File: src/rtl/swer_pkg.sv
// swer_pkg: types and fixed constants of the sliding window event rate counter
// no dependencies
package swer_pkg;

  localparam int NOW_W    = 32;
  localparam int ADD_W    = 16;
  localparam int CFG_W    = 7;
  localparam int BUCKET_W = 24;
  localparam int TOTAL_W  = 30;

  localparam logic [CFG_W-1:0]    CFG_RESET  = 7'd60;
  localparam logic [BUCKET_W-1:0] BUCKET_MAX = 24'hFF_FFFF;
  localparam logic [TOTAL_W-1:0]  TOTAL_MAX  = 30'h3FFF_FFFF;

  typedef enum logic [1:0] {
    ST_CLEAR,
    ST_IDLE,
    ST_WALK,
    ST_ADD
  } state_t;

endpackage

File: src/rtl/swer_ram.sv
// swer_ram: generic single write port, single read port ram with registered read
// no dependencies
module swer_ram #(
  parameter int WIDTH = 24,
  parameter int DEPTH = 64
) (
  input  logic                     clk,
  input  logic                     wr_en,
  input  logic [$clog2(DEPTH)-1:0] wr_addr,
  input  logic [WIDTH-1:0]         wr_data,
  input  logic                     rd_en,
  input  logic [$clog2(DEPTH)-1:0] rd_addr,
  output logic [WIDTH-1:0]         rd_data
);

  logic [WIDTH-1:0] mem [DEPTH];

  always_ff @(posedge clk) begin
    if (wr_en) begin
      mem[wr_addr] <= wr_data;
    end
    if (rd_en) begin
      rd_data <= mem[rd_addr];
    end
  end

endmodule

File: src/rtl/sliding_window_event_rate.sv
// sliding_window_event_rate: event count over the last window_seconds seconds
// an item that does not advance time reads its bucket, then adds to it in the add step; when
//   time advances, a walk first clears k = min(seconds advanced, window) buckets off the total
// a new item is accepted only once the last one has left the add step, which waits while a result is not taken
// reset and every window write start a clearing pass over the whole bucket ram, during
//   which no item is accepted; depends on swer_pkg, swer_ram
module sliding_window_event_rate #(
  parameter int MAX_WINDOW = 64
) (
  input  logic                            clk,
  input  logic                            rst_n,
  input  logic                            cfg_valid,
  output logic                            cfg_ready,
  input  logic [swer_pkg::CFG_W-1:0]      cfg_window_seconds,
  input  logic                            in_valid,
  output logic                            in_ready,
  input  logic [swer_pkg::NOW_W-1:0]      in_now_seconds,
  input  logic [swer_pkg::ADD_W-1:0]      in_add_count,
  output logic                            out_valid,
  input  logic                            out_ready,
  output logic [swer_pkg::TOTAL_W-1:0]    out_window_total
);

  localparam int AW = $clog2(MAX_WINDOW);
  localparam int WW = $clog2(MAX_WINDOW + 1);

  swer_pkg::state_t state_r, state_nxt;

  logic [swer_pkg::CFG_W-1:0]    window_r, window_nxt;
  logic [swer_pkg::TOTAL_W-1:0]  total_r, total_nxt;
  logic [swer_pkg::NOW_W-1:0]    last_r, last_nxt;
  logic [AW-1:0]                 slot_r, slot_nxt;
  logic [AW-1:0]                 clr_r, clr_nxt;
  logic [WW-1:0]                 rem_r, rem_nxt;
  logic [swer_pkg::ADD_W-1:0]    add_r, add_nxt;
  logic                          from_mem_r, from_mem_nxt;
  logic                          out_valid_r, out_valid_nxt;
  logic [swer_pkg::TOTAL_W-1:0]  out_total_r, out_total_nxt;

  logic                          wr_en, rd_en;
  logic [AW-1:0]                 wr_addr, rd_addr;
  logic [swer_pkg::BUCKET_W-1:0] wr_data, rd_data;

  logic [WW-1:0]                 w_eff;
  logic [AW-1:0]                 slot_cur, slot_wrap;
  logic [WW-1:0]                 slot_inc;
  logic [swer_pkg::NOW_W-1:0]    delta;
  logic [WW-1:0]                 k_steps;
  logic [swer_pkg::BUCKET_W-1:0] bucket, room_b;
  logic [swer_pkg::TOTAL_W-1:0]  room_t, add_b, add_cut;
  logic                          out_free;

  swer_ram #(
    .WIDTH (swer_pkg::BUCKET_W),
    .DEPTH (MAX_WINDOW)
  ) u_bucket_ram (
    .clk     (clk),
    .wr_en   (wr_en),
    .wr_addr (wr_addr),
    .wr_data (wr_data),
    .rd_en   (rd_en),
    .rd_addr (rd_addr),
    .rd_data (rd_data)
  );

  always_comb begin
    if (window_r == '0) begin
      w_eff = WW'(1);
    end else if (32'(window_r) > 32'(MAX_WINDOW)) begin
      w_eff = WW'(MAX_WINDOW);
    end else begin
      w_eff = WW'(window_r);
    end
  end

  assign slot_cur  = (WW'(slot_r) >= w_eff) ? '0 : slot_r;
  assign slot_inc  = WW'(slot_r) + WW'(1);
  assign slot_wrap = (slot_inc >= w_eff) ? '0 : AW'(slot_inc);
  assign delta     = in_now_seconds - last_r;
  assign k_steps   = (in_now_seconds <= last_r) ? '0 :
                     (delta < 32'(w_eff)) ? WW'(delta) : w_eff;

  // saturating add into the current bucket and the total
  assign bucket  = from_mem_r ? rd_data : '0;
  assign room_b  = swer_pkg::BUCKET_MAX - bucket;
  assign room_t  = swer_pkg::TOTAL_MAX - total_r;
  assign add_b   = (swer_pkg::TOTAL_W'(add_r) > swer_pkg::TOTAL_W'(room_b)) ?
                   swer_pkg::TOTAL_W'(room_b) : swer_pkg::TOTAL_W'(add_r);
  assign add_cut = (add_b > room_t) ? room_t : add_b;

  assign out_free  = !out_valid_r || out_ready;
  assign cfg_ready = (state_r == swer_pkg::ST_IDLE) || (state_r == swer_pkg::ST_CLEAR);
  assign in_ready  = (state_r == swer_pkg::ST_IDLE) && !cfg_valid;
  assign out_valid = out_valid_r;
  assign out_window_total = out_total_r;

  always_comb begin
    state_nxt     = state_r;
    window_nxt    = window_r;
    total_nxt     = total_r;
    last_nxt      = last_r;
    slot_nxt      = slot_r;
    clr_nxt       = clr_r;
    rem_nxt       = rem_r;
    add_nxt       = add_r;
    from_mem_nxt  = from_mem_r;
    out_valid_nxt = out_valid_r && !out_ready;
    out_total_nxt = out_total_r;
    wr_en         = 1'b0;
    wr_addr       = slot_r;
    wr_data       = '0;
    rd_en         = 1'b0;
    rd_addr       = slot_r;

    unique case (state_r)
      swer_pkg::ST_CLEAR: begin
        wr_en   = 1'b1;
        wr_addr = clr_r;
        clr_nxt = clr_r + AW'(1);
        if (clr_r == AW'(MAX_WINDOW - 1)) begin
          state_nxt = swer_pkg::ST_IDLE;
        end
      end
      swer_pkg::ST_IDLE: begin
        if (in_valid && in_ready) begin
          add_nxt  = in_add_count;
          slot_nxt = slot_cur;
          rem_nxt  = k_steps;
          if (in_now_seconds > last_r) begin
            last_nxt = in_now_seconds;
          end
          if (k_steps == '0) begin
            rd_en        = 1'b1;
            rd_addr      = slot_cur;
            from_mem_nxt = 1'b1;
            state_nxt    = swer_pkg::ST_ADD;
          end else begin
            from_mem_nxt = 1'b0;
            state_nxt    = swer_pkg::ST_WALK;
          end
        end
      end
      swer_pkg::ST_WALK: begin
        // retire the bucket read last cycle, then step into the next one
        if (from_mem_r) begin
          total_nxt = total_r - swer_pkg::TOTAL_W'(rd_data);
          wr_en     = 1'b1;
          wr_addr   = slot_r;
        end
        if (rem_r != '0) begin
          rd_en        = 1'b1;
          rd_addr      = slot_wrap;
          slot_nxt     = slot_wrap;
          rem_nxt      = rem_r - WW'(1);
          from_mem_nxt = 1'b1;
        end else begin
          from_mem_nxt = 1'b0;
          state_nxt    = swer_pkg::ST_ADD;
        end
      end
      swer_pkg::ST_ADD: begin
        if (out_free) begin
          wr_en         = 1'b1;
          wr_addr       = slot_r;
          wr_data       = bucket + swer_pkg::BUCKET_W'(add_cut);
          total_nxt     = total_r + add_cut;
          out_total_nxt = total_r + add_cut;
          out_valid_nxt = 1'b1;
          state_nxt     = swer_pkg::ST_IDLE;
        end
      end
      default: begin
        state_nxt = swer_pkg::ST_CLEAR;
      end
    endcase

    if (cfg_valid && cfg_ready) begin
      window_nxt = cfg_window_seconds;
      total_nxt  = '0;
      slot_nxt   = '0;
      clr_nxt    = '0;
      state_nxt  = swer_pkg::ST_CLEAR;
    end
  end

  always_ff @(posedge clk) begin
    if (!rst_n) begin
      state_r     <= swer_pkg::ST_CLEAR;
      window_r    <= swer_pkg::CFG_RESET;
      total_r     <= '0;
      last_r      <= '0;
      slot_r      <= '0;
      clr_r       <= '0;
      rem_r       <= '0;
      from_mem_r  <= 1'b0;
      out_valid_r <= 1'b0;
    end else begin
      state_r     <= state_nxt;
      window_r    <= window_nxt;
      total_r     <= total_nxt;
      last_r      <= last_nxt;
      slot_r      <= slot_nxt;
      clr_r       <= clr_nxt;
      rem_r       <= rem_nxt;
      from_mem_r  <= from_mem_nxt;
      out_valid_r <= out_valid_nxt;
    end
  end

  always_ff @(posedge clk) begin
    add_r       <= add_nxt;
    out_total_r <= out_total_nxt;
  end

  // walk never reads the bucket it is clearing
  assert property (@(posedge clk) disable iff (!rst_n)
    (wr_en && rd_en) |-> (wr_addr != rd_addr))
    else $error("bucket read and write collide");

  // a result only comes out of the add step
  assert property (@(posedge clk) disable iff (!rst_n)
    $rose(out_valid_r) |-> ($past(state_r) == swer_pkg::ST_ADD))
    else $error("result raised outside add step");

  // the ring position stays inside the active window once items flow
  assert property (@(posedge clk) disable iff (!rst_n)
    (state_r == swer_pkg::ST_WALK || state_r == swer_pkg::ST_ADD) |->
      (WW'(slot_r) < w_eff))
    else $error("slot outside window");

endmodule

File: config.mk
export PLATFORM = sky130hd
export DESIGN_NAME = sliding_window_event_rate
export DESIGN_NICKNAME = d
export VERILOG_FILES = /design/src/rtl/swer_pkg.sv /design/src/rtl/swer_ram.sv /design/src/rtl/sliding_window_event_rate.sv
export SDC_FILE = /design/constraint.sdc
export NUM_CORES = 2
export LEC_CHECK = 0
export BUFFER_PORTS_ARGS = -buffer_cell sky130_fd_sc_hd__buf_4
export CAP_MARGIN = 20
export CORE_MARGIN = 2
export CORE_UTILIZATION = 45
export CTS_CLUSTER_SIZE = 30
export DETAILED_ROUTE_END_ITERATION = 10
export PLACE_DENSITY_LB_ADDON = 0.25
export SLEW_MARGIN = 20
export SYNTH_ARGS = -nofsm -noshare
export SYNTH_HDL_FRONTEND = slang
export SYNTH_HIERARCHICAL = 1
export SYNTH_SLANG_ARGS = --single-unit
File: constraint.sdc
create_clock -name clk -period 17.6 [get_ports clk]
set_input_delay 1.76 -clock clk [delete_from_list [all_inputs] [get_ports clk]]
set_output_delay 1.76 -clock clk [all_outputs]
set_load 0.1 [all_outputs]
Word level (Yosys, flattened, before mapping)
Memories as Yosys holds them, arrays and structs flattened. A register that Yosys moved wholly into a read port is not among the register bits.
Cells that the tools add are included.
Storage, ports and cells
  logic and storage cells: 106
  RAM bits: 1536
  memories: 1
  register bits: 138
Memories
  u_bucket_ram.mem: words 64, width 24, read ports 1, clocked after memory_dff 1, wr ports 1, line swer_ram.sv:16  | logic [WIDTH-1:0] mem [DEPTH];
Operators by class
  equal/unequal tests: 10
  bitwise logic cells: 1
  muxes and demuxes: 43
  add/subtract/negate cells: 9
  magnitude comparators: 8
  reduce and logical (&&, ||, !) cells: 23
Operator list (number)
  $mux 24: 4
  $mux 30: 3
  $pmux 30 s2: 1
  $mux 6: 7
  $mux 7: 6
  $gt 32x32->1: 1
  $le 32x32->1: 1
  $lt 32x7->1: 1
  $sub 32x32->32: 1
  $add 30x30->30: 1
  $gt 24x30->1: 1
  $sub 30x24->30: 1
  $sub 30x30->30 const A: 1
  $add 24x24->24: 1
  $gt 16x24->1: 1
  $pmux 6 s2: 2
  $sub 24x24->24 const A: 1
  $logic_not 7->1: 2
  $pmux 7 s2: 1
  $mux 1: 11
  $reduce_and 3->1: 3
  $mux 2: 4
  $ne 2x2->1 const B: 4
  $pmux 2 s4: 1
  22 further kinds: 34

Logic depth before layout (Yosys ltp)
  depth in word-level cells: 10
  gate-level depth with buffers: 35

Modules after synthesis
The synthesis kept the hierarchy.
By module, submodules not included
  swer_ram: sequential area each 46844.9 µm², cells each 2610, area an instance 59535.8 µm², instances 1
  sliding_window_event_rate: sequential area each 3223.1 µm², cells each 1723, area an instance 13485.4 µm², instances 1

Worst setup path before layout
OpenSTA, ideal clock, no wires.
  kind: register -> register
  start point: register from_mem_r
  end point: memory u_bucket_ram.mem[0][18] (data pin)
  arrival: 8739 ps
  path buffers: 5
  slack: 8179 ps
  stages on the path, launching flop included: 33
  cell sequence: dfxtp_1 clkbuf_1 clkbuf_1 and2_1 ha_1 nand4_1 a211oi_1 a211oi_1 o22a_1 or2_2 clkbuf_1 o21ai_0 ha_1 a21o_1 a221o_1 a221oi_1 a211oi_1 nor2_1 clkbuf_1 clkbuf_1 nand2_1 o21ai_0 ha_1 a21o_1 a21oi_1 nor2b_1 nor2b_1 a31oi_1 o21ai_1 o31ai_1 a211oi_1 o21a_1 nor3_1
On the way
  word-level cells in the longest chain between the ends: 9
Ends and longest elaborated chain
  from (decl): line sliding_window_event_rate.sv:36  | logic from_mem_r, from_mem_nxt;
  from (signal assigned): line sliding_window_event_rate.sv:205  | from_mem_r <= from_mem_nxt;
  $mux 24 (*): line sliding_window_event_rate.sv:84  | assign bucket = from_mem_r ? rd_data : '0;
  $sub 24x24->24: line sliding_window_event_rate.sv:85  | assign room_b = swer_pkg::BUCKET_MAX - bucket;
  $gt 16x24->1: line sliding_window_event_rate.sv:87  | assign add_b = (swer_pkg::TOTAL_W'(add_r) > swer_pkg::TOTAL_W'(room_b)) ?
  $mux 24: line sliding_window_event_rate.sv:87
  $gt 24x30->1: line sliding_window_event_rate.sv:89  | assign add_cut = (add_b > room_t) ? room_t : add_b;
  $mux 30: line sliding_window_event_rate.sv:89
  $add 24x24->24 (*): line sliding_window_event_rate.sv:165  | wr_data = bucket + swer_pkg::BUCKET_W'(add_cut);
  $mux 24 (*): line sliding_window_event_rate.sv:162  | if (out_free) begin
  $mux 24 (*): line sliding_window_event_rate.sv:115  | unique case (state_r)
  via wr_data, one bit: line sliding_window_event_rate.sv:42  | logic [swer_pkg::BUCKET_W-1:0] wr_data, rd_data;
  to (decl): line swer_ram.sv:16
Mark *: on every way through the listed nets, which the timed path passes. The rest lies on a longest branch.

Final worst setup path
  start point: register u_bucket_ram.rd_data[11], read port of u_bucket_ram.mem
  end point: memory u_bucket_ram.mem[40][21] (data pin)
On the way
  word-level cells in the longest chain between the ends: 9
Ends and longest elaborated chain
  from (decl): line swer_ram.sv:13  | output logic [WIDTH-1:0] rd_data
  $mux 24 (*): line sliding_window_event_rate.sv:84
  $sub 24x24->24: line sliding_window_event_rate.sv:85
  $gt 16x24->1: line sliding_window_event_rate.sv:87
  $mux 24: line sliding_window_event_rate.sv:87
  $gt 24x30->1: line sliding_window_event_rate.sv:89
  $mux 30: line sliding_window_event_rate.sv:89
  $add 24x24->24 (*): line sliding_window_event_rate.sv:165
  $mux 24 (*): line sliding_window_event_rate.sv:162
  $mux 24 (*): line sliding_window_event_rate.sv:115
  via wr_data, one bit: line sliding_window_event_rate.sv:42
Marks and branches as above.

==> reports/qor.txt <==
Post-DP HPWL - 113000 microns
Critical path's slowest cell - nand3_2
CP Capture Point - u_bucket_ram/mem[40][21]
Maximum vdd drop - 0.104 mV
Yosys Warn Count - 6
Worst Setup SP - u_bucket_ram/rd_data[11]
Initial core utilization - 45.4%
Placed Cells - 6515
Gr usage total - 22.4%
Tmin final - 9.49 ns
WL/cell - 27.1 microns
R2r startpoint - u_bucket_ram/rd_data[11]
Synthesized flop and latch total - 1698
CP arrival - 9.98 ns
Nets - 4756
Worst-Margin Slew - 1.14 ns
Final Cycle Share - 53.9%
Power Density - 95.8 nW/um^2
CTS Hold Bufs - 0
Area delta synth->final - 12.4%
Fraction of synthesis flops using an asynchronous set or reset pin - 0%
Post-CTS Setup Repair Bufs - 0
Post-cts sizing count - 0
H-Tree Depth - 4
Chip height - 407 microns
Worst-path clk slew - 0.06 ns
Leak - 25.0 nW
Final ANT Viol Nets - 0
CP peak stage delay - 0.63 ns
Fmax - 0.105 GHz
Largest net degree at the start of global routing - 124
Final Hold Viols - 0
Slew HR - 24.3%
DRC - 0
Die Footprint - 166000 sq um
Vias in the first global route - 39900
Fillers - 12900
Synth unique cells - 86
Syn Area/Cell - 16.9 sq um
Via density - 6.00
Synthesized area - 73000 sq um
Status - finished clean
Routed wire length - 185000 microns
Setup crit end kind - flip-flop
Req. time, crit path - 18.09 ns
Maximum fanout along the worst path - 33
CTS tree - built
PortBufs - 92
Layout cells sized above 1 - 21.0%
Post-route setup TNS - 0 ns
Startpoint Class - flip-flop
Tot Pwr - 7.86 mW
First-pass GRT wire length - 270000 microns
Post-synth EDFFs - 1606
Setup WS pre-CTS - 7.35 ns
Root Driver - clkbuf_16
Drt first pass iters - 5
Row count - 147
Post-Synthesis Cells - 4333
Hold Path Class - flip-flop to flip-flop
Gpl congestion - 0.882
R2R cell count - 27
DRT iter0 DRCs - 4672
Final slew viol count - 0
Worst setup margin - 8.11 ns
Yosys top cell by area - edfxtp_1
Seq/Total Area, Yosys - 68.6%
Worst R2R End - u_bucket_ram/mem[40][21]
Unrepaired setup endpoints after global routing - false
CTS buffer count - 169
Final core area utilization - 51.0%
Final non-filler cell total - 6825
Crit Path Class - flip-flop to flip-flop
Clock sinks - 1698
Max cap viols - 0
Predominant post-synthesis flop cell - edfxtp_1
Reg2reg setup slack - 8.11 ns
Cell repeated most along the worst path - o21ai_0
Delay-heaviest family, CP - compound AO/OA/AOI/OAI gates
Clk_lat worst skew - 0.83 ns
Top-area cell type share of the netlist area - 66.0%
Max Root-Sink Buffers - 3
Setup-failing EPs final - 0
I/O pins - 93
Vias - 40900
GR Overflow Total - 0
Largest cells by area after synthesis - edfxtp_1 (66%), mux4_2 (11%), ha_1 (2.8%)
Clock skew - 0.0387 ns
Number of antenna violations at the first check in global routing - 0
Die Width - 407 microns
Buf+Inv Stages, Crit Path - 2
Critical path depth - 27
Total core area - 161000 sq um
==> tightest hold or removal path, cell delays in order (launching register included) <==
cell and delay (ns):
dfxtp_1 0.31, nand2_1 0.05, a21oi_1 0.05
==> sequential cells by signal, summed over array words and instances, names as in the netlist <==
| register | flops |
|---|---|
| add_r | 16 |
| clr_r | 6 |
| from_mem_r | 1 |
| last_r | 32 |
| out_valid | 1 |
| out_window_total | 30 |
| rem_r | 7 |
| slot_r | 6 |
| state_r | 2 |
| total_r | 30 |
| u_bucket_ram/mem | 1536 |
| u_bucket_ram/rd_data | 24 |
| window_r | 7 |
==> metrics by stage <==
| step | hold WS (ns) | area (sq um) |
|---|---|---|
| 3_5_place_dp | 0.458 | 76900 |
| 3_3_place_gp | 0.460 | 76900 |
| 6_report | 0.469 | 82000 |
| 4_1_cts | 0.475 | 82000 |
| 2_1_floorplan | 0.436 | 73000 |
| 5_1_grt | 0.508 | 82000 |
==> worst min-delay path by stage <==
stage                 from          end  slack, ns  cells after the start
2_1_floorplan  window_r[0]  window_r[0]       0.44                      2
3_3_place_gp   window_r[0]  window_r[0]       0.46                      2
3_5_place_dp   window_r[0]  window_r[0]       0.46                      2
4_1_cts        window_r[0]  window_r[0]       0.47                      2
5_1_grt        window_r[0]  window_r[0]       0.51                      2
6_report       window_r[0]  window_r[0]       0.47                      2
==> cell usage in the layout (no fill, tap or decap), types with 92 or more instances in the layout <==
cell,synthesis,layout
edfxtp_1,1606,1606
mux4_2,355,355
buf_4,31,212
nand2_1,189,188
nor2_1,256,177
clkbuf_16,0,170
ha_1,166,166
a21oi_1,146,143
o21ai_0,145,142
mux2i_1,143,141
inv_1,117,117
dfxtp_1,92,92
==> report_power, final <==
part / total, mW / internal [mW] / switching, mW / leakage [nW]
clock network: 3.38 / 1.87 / 1.51 / 2.48
logic: 0.116 / 0.0469 / 0.0694 / 8.46
registers: 4.37 / 4.36 / 0.00322 / 14.0
total: 7.86 / 6.28 / 1.58 / 25.0
==> kinds of logic (layout without fill, tap and decap cells) <==
| kind of cell | after synthesis | after routing | synth area share [%] |
|---|---|---|---|
| AND/OR/NAND/NOR | 767 | 767 | 5.00 |
| adder cells (fa/ha/maj) | 170 | 170 | 2.95 |
| multiplexers | 559 | 559 | 13.9 |
| buffers and inverters | 323 | 645 | 1.99 |
| AO/OA/AOI/OAI | 730 | 730 | 6.61 |
| other | 1 | 11 | 0.00514 |
| flip-flops | 1698 | 1698 | 68.6 |
| XOR/XNOR | 85 | 85 | 1.02 |
==> layout make-up <==
type                            count  area (sq um)  area share (%)
Sequential cell                  1698         50100            61.0
Clock inverter                     84           687           0.837
Antenna cell                        3          7.51         0.00915
Inverter                          120           450           0.549
Multi-Input combinational cell   2319         22000            26.8
Clock buffer                      223          4460            5.44
Timing Repair Buffer              218          1680            2.05
Tap cell                         2160          2700            3.29
==> Yosys cell counts (all sizes together) (38+ instances only) <==
| cell | number |
|---|---|
| a211oi | 42 |
| a21o | 61 |
| a21oi | 147 |
| a221oi | 59 |
| buf | 109 |
| clkbuf | 94 |
| dfxtp | 92 |
| edfxtp | 1606 |
| ha | 166 |
| inv | 118 |
| mux2 | 61 |
| mux2i | 143 |
| mux4 | 355 |
| nand2 | 189 |
| nand3 | 57 |
| nor2 | 256 |
| o21ai | 154 |
| o22ai | 61 |
| xnor2 | 47 |
| xor2 | 38 |
==> metal layers <==
metal	GRT usage, %	wire length (microns)
met4	5.93	4520
met3	3.96	15300
met2	35.2	86600
met1	32.5	78900
met5	0	0
No activity file was read; power rests on OpenSTA's default activity.
